**src/pacc_pkg.sv**
```systemverilog
// Shared constants, types and register codes of the platoon acceleration controller.
package pacc_pkg;

    // Value format: signed Q8.8 speeds, accelerations and gains; unsigned Q8.8 distances
    localparam int VALUE_WIDTH = 16;
    localparam int FRAC_BITS   = 8;
    localparam int CFG_INDEX_W = 4;

    typedef logic signed [VALUE_WIDTH-1:0] value_t;
    typedef logic        [VALUE_WIDTH-1:0] uvalue_t;

    // Register indexes on the configuration port
    typedef enum logic [CFG_INDEX_W-1:0] {
        REG_TARGET_SPEED        = CFG_INDEX_W'(0),
        REG_TARGET_SPACING      = CFG_INDEX_W'(1),
        REG_MIN_ACCEL           = CFG_INDEX_W'(2),
        REG_MAX_ACCEL           = CFG_INDEX_W'(3),
        REG_GAIN_PREC_ACC       = CFG_INDEX_W'(4),
        REG_GAIN_LEAD_ACC       = CFG_INDEX_W'(5),
        REG_GAIN_REL_PREC_SPEED = CFG_INDEX_W'(6),
        REG_GAIN_REL_LEAD_SPEED = CFG_INDEX_W'(7)
    } cfg_index_t;

    typedef struct packed {
        value_t  target_speed;
        uvalue_t target_spacing;
        value_t  min_accel;
        value_t  max_accel;
        value_t  gain_prec_acc;
        value_t  gain_lead_acc;
        value_t  gain_rel_prec_speed;
        value_t  gain_rel_lead_speed;
    } cfg_t;

    // Speed and command of the last leader and of the last vehicle of any kind
    typedef struct packed {
        value_t leader_speed;
        value_t leader_accel;
        value_t prev_speed;
        value_t prev_accel;
    } hist_t;

endpackage

```
**src/pacc_regs.sv**
```systemverilog
// Configuration register file of the platoon acceleration controller.
module pacc_regs (
    input  logic                                aclk,
    input  logic                                aresetn,
    input  logic                                cfg_valid,
    input  logic [pacc_pkg::CFG_INDEX_W-1:0]    cfg_index,
    input  logic [pacc_pkg::VALUE_WIDTH-1:0]    cfg_data,
    output pacc_pkg::cfg_t                      cfg
);
    import pacc_pkg::*;

    cfg_t cfg_reg;
    cfg_t cfg_next;

    // Decode the write; indexes past the list leave everything unchanged
    always_comb begin
        cfg_next = cfg_reg;
        if (cfg_valid) begin
            unique case (cfg_index_t'(cfg_index))
                REG_TARGET_SPEED:        cfg_next.target_speed        = cfg_data;
                REG_TARGET_SPACING:      cfg_next.target_spacing      = cfg_data;
                REG_MIN_ACCEL:           cfg_next.min_accel           = cfg_data;
                REG_MAX_ACCEL:           cfg_next.max_accel           = cfg_data;
                REG_GAIN_PREC_ACC:       cfg_next.gain_prec_acc       = cfg_data;
                REG_GAIN_LEAD_ACC:       cfg_next.gain_lead_acc       = cfg_data;
                REG_GAIN_REL_PREC_SPEED: cfg_next.gain_rel_prec_speed = cfg_data;
                REG_GAIN_REL_LEAD_SPEED: cfg_next.gain_rel_lead_speed = cfg_data;
                default:                 cfg_next = cfg_reg;
            endcase
        end
    end

    always_ff @(posedge aclk) begin
        if (!aresetn) begin
            cfg_reg.target_speed        <= value_t'(0);
            cfg_reg.target_spacing      <= uvalue_t'(2560);
            cfg_reg.min_accel           <= value_t'(-2048);
            cfg_reg.max_accel           <= value_t'(768);
            cfg_reg.gain_prec_acc       <= value_t'(128);
            cfg_reg.gain_lead_acc       <= value_t'(128);
            cfg_reg.gain_rel_prec_speed <= value_t'(-384);
            cfg_reg.gain_rel_lead_speed <= value_t'(-128);
        end else begin
            cfg_reg <= cfg_next;
        end
    end

    assign cfg = cfg_reg;

endmodule

```
**config.mk**
```make
export PLATFORM = sky130hd
export DESIGN_NAME = pacc_regs
export DESIGN_NICKNAME = d
export VERILOG_FILES = /design/src/pacc_pkg.sv /design/src/pacc_regs.sv
export SDC_FILE = /design/constraint.sdc
export NUM_CORES = 1
export LEC_CHECK = 0
export BUFFER_PORTS_ARGS = -buffer_cell sky130_fd_sc_hd__buf_2
export CAP_MARGIN = 20
export CORE_MARGIN = 1.5
export CORE_UTILIZATION = 49
export CTS_CLUSTER_SIZE = 14
export DETAILED_ROUTE_END_ITERATION = 10
export PLACE_DENSITY = 0.75
export SYNTH_ARGS = -nofsm -noshare
export SYNTH_HDL_FRONTEND = slang
export SYNTH_SLANG_ARGS = --single-unit
```
**constraint.sdc**
```tcl
create_clock -name aclk -period 2.7 [get_ports aclk]
set_input_delay 0.54 -clock aclk [delete_from_list [all_inputs] [get_ports aclk]]
set_output_delay 0.54 -clock aclk [all_outputs]
set_load 0.005 [all_outputs]
```
==> impl_metrics.yaml, run 1 <==
sta:
  finClkSkew_ns: 0
  finalMaxSlewViolations: 0
  fmax_mhz: 643
  fin_crit_sh: 0.576
  finalSetupViolCount: 0
  fin_tns_setup_ns: 0
  finalCriticalPeriod_ns: 1.56
  slew_headroom: 0.564
  tightest_slew_ns: 0.653
  finalHoldViolations: 0
  rsz0062_at_grt: "false"
setup_path:
  critPathSlowestCell: "dfxtp_1"
  arrival_ns: 1.02
  path_depth: 1
  cp.required_ns: 2.16
  cp-end-kind: "primary output"
  rr_worst_depth: 3
  path_cells: "buf_2"
  path_delay_family: "flip-flops"
  crit_buf_inv: 1
  crit_type: "reg2out"
  cp_max_fo: 2
  cpPeakStageDelay_ns: 0.38
  crit_path_start_kind: "flop"
floorplanning:
  die-area_sq_mm: 0.0104
  die_h_microns: 102
  ios: 151
  fp-row-count: 35
  dieWidth_microns: 102
  core-area_sq_mm: 0.00937
  initial_core_util: 0.511
detailed_routing:
  drc: 0
  drt-pass1-iter-count: 4
  post_drt_wl_per_cell_microns: 15.9
  post_drt_via_cell_ratio: 5.08
  ant_nets: 0
  drt_iter0_markers: 142
  wirelength_microns: 12100
  vias: 3863
logic_synthesis:
  synth_area_sq_mm: 0.00479
  synth-seq-cells: 128
  synth_cell_types: 23
  synthAdderAreaFrac: 0
  synth-compound-area-share: 0.0241
  avgSynthCellArea_sq_um: 10.1
  synth_xor_xnor_area_share: 0
  synthCells: 473
  synth_top_family_by_area: "multiplexers"
  synth.area.mux_share: 0.234
  seq_area_frac_synth: 0.535
  syn-num-nets: 496
  synthSimpleGateAreaFrac: 0.175
  yosysWarningCount: 0
flow_run:
  max_cap_viol_count: 0
grt:
  antenna_found_initial: 0
  grt_max_degree: 75
  grt_pass1_vias: 3699
  overflow: 0
  grt_usage: 0.237
  grt_pass1_wl_microns: 18600
clocking:
  htree_levels: 4
  post_cts_buffers: 0
  clock_latency_ns: 0.51
  clock_path_buffers: 2
  holdBufCountCts: 0
  cts_buffers: 17
  cts-root-buf: "clkbuf_8"
  cts_tree: "built"
  cts.sinks: 128
  cts_resized: 0
  clk_pin_slew_worst_paths_ns: 0.06
final_layout:
  n_fill_cell: 763
  regArea_sq_mm: 0.00256
  synthToLayoutAreaGrowth_pct: 29.5
  fin_cells: 761
  nets: 644
  drive_gt1_frac: 0.312
  antennaDiodeCount: 0
  largest_register_ffs: 128
  multi_input_area_sq_mm: 0.00207
power:
  ir_worst_vdd_mv: 0.435
  power_leakage_uw: 0.00306
  power_density_mw_per_mm2: 694
placement:
  io_buffers: 150
  hpwl_microns: 8480
  gp_congestion: 0.763
  dp_cells: 731
worst_hold_path:
  whs_path_depth: 3
  hp-class: "in2reg"
run_status:
  outcome: "complete, no violations"
[Yosys cell counts]
| cell type | instances | share of area |
|---|---|---|
| nand3_2 | 1 | 0.0021 |
| nor2_4 | 1 | 0.0024 |
| buf_6 | 1 | 0.0024 |
| buf_2 | 9 | 0.0094 |
| nand3_1 | 18 | 0.019 |
| nor2_2 | 1 | 0.0013 |
| and2_1 | 2 | 0.0026 |
| a21oi_1 | 14 | 0.015 |
| o21ai_0 | 9 | 0.0094 |
| clkbuf_1 | 15 | 0.012 |
| nand3b_1 | 1 | 0.0016 |
| and3_1 | 1 | 0.0013 |
| nor2b_2 | 1 | 0.0018 |
| and3b_1 | 1 | 0.0018 |
| dfxtp_1 | 128 | 0.54 |
| nor2b_1 | 22 | 0.029 |
| nand2_1 | 117 | 0.092 |
| buf_4 | 5 | 0.0078 |
| nand2_2 | 3 | 0.0039 |
| nand2b_1 | 9 | 0.012 |
| mux2i_1 | 112 | 0.23 |
| nand2_4 | 1 | 0.0024 |
| nor3b_2 | 1 | 0.0026 |
[tightest hold or removal path, cell delays in order]
cell	delay (ns)
buf_2	0.10
nand3_1	0.06
nand3_1	0.07
[cell type report]
cell class              count  share of cell area
repair buffers            159               0.134
multi-input cells         315               0.334
well taps                 129              0.0260
clock buffers              21              0.0741
clock inverters             9              0.0178
flip-flops and latches    128               0.413
[report_power, final]
group | total (uW) | internal [uW] | switching, uW
Combinational | 210 | 75.9 | 134
Clock | 2160 | 1370 | 789
Sequential | 1930 | 1920 | 13.5
Total | 4300 | 3370 | 936
[worst paths after layout]
kind | startpoint | endpoint | slack [ns]
setup / recovery | cfg[73]$_SDFFE_PN1P_ | cfg[73] | 1.14
hold / removal | cfg_data[12] | cfg[28]$_SDFFE_PN1P_ | 0.30
setup reg to reg | cfg[95]$_SDFFE_PN1P_ | cfg[95]$_SDFFE_PN1P_ | 1.90
hold reg to reg | cfg[45]$_SDFFE_PN0P_ | cfg[45]$_SDFFE_PN0P_ | 0.46
[kinds of logic (layout without fill, tap and decap cells)]
family,Yosys count,count (layout)
DFF,128,128
AOI/OAI and AO/OA,23,23
and+or+nand+nor,180,180
buffers and inverters,30,189
muxes,112,112
[per-stage QoR]
step / total power, uW / cell area [sq um] / setup WS (ns) / hold slack [ns] / util
after CTS: 4330 / 6200 / 1.14 / 0.282 / 0.662
after floorplan: 2090 / 4790 / 1.17 / 0.451 / -
final: 4300 / 6200 / 1.14 / 0.296 / 0.662
after detailed placement: 2180 / 5630 / 0.632 / 0.444 / 0.601
after global placement: 2170 / 5630 / 0.703 / 0.440 / 0.601
after global routing: 4440 / 6200 / 1.06 / 0.290 / 0.662
[per-layer routing]
metal,vias to the layer above,global-route usage,routed length [microns]
met5,-,0,0
met2,147,0.367,5520
met3,10,0.0807,921
met1,1829,0.313,5550
li1,1877,-,-
met4,0,0.0769,137
[layout by cell type (no fill, tap or decap)]
cell type   synthesis  routed
nand2_4             1       1
clkinv_4            0       2
nand3_1            18      18
nor2b_1            22      22
bufinv_16           0       2
clkbuf_16           0      16
nor2_2              1       1
a21oi_1            14      14
and3b_1             1       1
mux2i_1           112     112
and2_1              2       2
clkbuf_1           15       1
nor2_4              1       1
nand3b_1            1       1
and3_1              1       1
nor2b_2             1       1
nand3_2             1       1
nand2_1           117     117
clkbuf_8            0       4
nand2b_1            9       9
nand2_2             3       3
buf_2               9     149
nor3b_2             1       1
buf_12              0       1
buf_4               5       9
clkinvlp_4          0       3
o21ai_0             9       9
clkinv_2            0       2
dfxtp_1           128     128
Power figures use the tool's default switching activity.
==> run 2: changes to the inputs <==
==> constraint.sdc (replaced) <==
create_clock -name aclk -period 1.5 [get_ports aclk]
set_input_delay 0.3 -clock aclk [delete_from_list [all_inputs] [get_ports aclk]]
set_output_delay 0.3 -clock aclk [all_outputs]
set_load 0.005 [all_outputs]
==> run 2 against run 1 <==
Against the previous run: cell count grew 1.8%; combinational power rose by 94%; sequential cell count is the same; power up 85%; critical path depth did not move; design area up 3.0%; routed wire length grew 5.2%; die area did not move; sequential power increased by 80%; critical endpoint is now cfg[86]; largest cell class unchanged; largest power group unchanged.
==> impl_metrics.yaml, run 2 (synthesis results as in run 1) <==
run_status:
  outcome: "complete, no violations"
floorplanning:
  die-area_sq_mm: 0.0104
  core-area_sq_mm: 0.00937
  ios: 151
  dieWidth_microns: 102
  fp-row-count: 35
  initial_core_util: 0.511
  die_h_microns: 102
worst_hold_path:
  hp-class: "in2reg"
sta:
  finalMaxSlewViolations: 0
  fin_crit_sh: 0.863
  fmax_mhz: 772
  finalCriticalPeriod_ns: 1.29
  tightest_slew_ns: 0.390
  slew_headroom: 0.739
  fin_tns_setup_ns: 0
  rsz0062_at_grt: "false"
  finalSetupViolCount: 0
  finalHoldViolations: 0
  finClkSkew_ns: 0
placement:
  io_buffers: 150
  hpwl_microns: 9020
  dp_cells: 743
  gp_congestion: 0.820
clocking:
  cts_buffers: 17
  post_cts_buffers: 0
  clock_path_buffers: 2
  cts.sinks: 128
  htree_levels: 4
  clk_pin_slew_worst_paths_ns: 0.06
  cts-root-buf: "clkbuf_8"
  cts_tree: "built"
  holdBufCountCts: 0
  clock_latency_ns: 0.51
  cts_resized: 0
final_layout:
  mostFrequentLayoutCells: "buf_2, dfxtp_1, nand2_1, mux2i_1, nor2b_1"
  nets: 656
  layout_commonest_cell: "buf_2"
  drive_gt1_frac: 0.327
  fin_cells: 775
  largest_register_ffs: 128
  antennaDiodeCount: 0
  synthToLayoutAreaGrowth_pct: 33.5
detailed_routing:
  drc: 0
  ant_nets: 0
  wirelength_microns: 12800
  drt-pass1-iter-count: 4
  post_drt_wl_per_cell_microns: 16.5
  vias: 3951
  drt_iter0_markers: 142
  post_drt_via_cell_ratio: 5.10
setup_path:
  path_delay_family: "flip-flops"
  cp.required_ns: 1.20
  cp_max_fo: 2
  arrival_ns: 0.99
  critPathSlowestCell: "dfxtp_1"
  crit_buf_inv: 1
  path_cells: "buf_2"
  cp-end-kind: "primary output"
  crit_path_start_kind: "flop"
  cpPeakStageDelay_ns: 0.35
  crit_type: "reg2out"
power:
  power_leakage_uw: 0.00317
  ir_worst_vdd_mv: 0.727
  power_density_mw_per_mm2: 1250
grt:
  antenna_found_initial: 0
  grt_pass1_vias: 3867
  grt_pass1_wl_microns: 19500
  grt_usage: 0.249
  grt_max_degree: 38
  overflow: 0
flow_run:
  max_cap_viol_count: 0
==> run 2: changes by cell type in the layout (fill, tap and decap cells not counted) <==
cell / delta
buf_12: +6
buf_4: +6
bufinv_16: +1
clkbuf_8: -2
clkinv_2: +2
clkinv_4: +1
clkinvlp_4: -2
inv_6: +2
==> run 2: path summary, 6_finish.rpt <==
path	startpoint	to	slack, ns	depth (start not counted)
max reg2reg	cfg[92]$_SDFFE_PN1P_	cfg[92]$_SDFFE_PN1P_	0.73	3
min reg2reg	cfg[35]$_SDFFE_PN0P_	cfg[35]$_SDFFE_PN0P_	0.45	2
min	cfg_data[12]	cfg[28]$_SDFFE_PN1P_	0.07	3
max	cfg[86]$_SDFFE_PN0P_	cfg[86]	0.21	1
==> run 2: area by class of cell <==
class / count / area, sq um
clock buffer: 19 / 432
clock inverter: 13 / 161
fill: 779 / 2980
multi-input combinational: 315 / 2070
sequential: 128 / 2560
tap: 129 / 161
timing repair buffer: 171 / 998
==> run 2: layer usage <==
layer,track usage,wire (microns),vias to the layer above
li1,-,-,1892
met1,0.309,5700,1885
met2,0.406,5950,155
met3,0.0800,973,19
met4,0.0948,140,0
met5,0,0,-
==> run 2: stage by stage <==
stage	total power, uW	cell area [sq um]	hold WS [ns]	worst slack [ns]	util
2_1_floorplan	3760	4790	0.448	0.208	-
3_3_place_gp	3940	5800	0.440	0.0527	0.618
3_5_place_dp	3950	5800	0.443	0.0264	0.618
4_1_cts	7990	6390	0.0590	0.193	0.682
5_1_grt	8180	6390	0.0596	0.161	0.682
6_report	7960	6390	0.0724	0.205	0.682
==> run 2: report_power, final <==
| part | leakage (uW) | switching [uW] | total (uW) | internal [uW] |
|---|---|---|---|---|
| clock network | 0.000292 | 1500 | 4080 | 2580 |
| logic | 0.00184 | 250 | 408 | 158 |
| registers | 0.00103 | 24.7 | 3470 | 3450 |
| total | 0.00317 | 1770 | 7960 | 6180 |
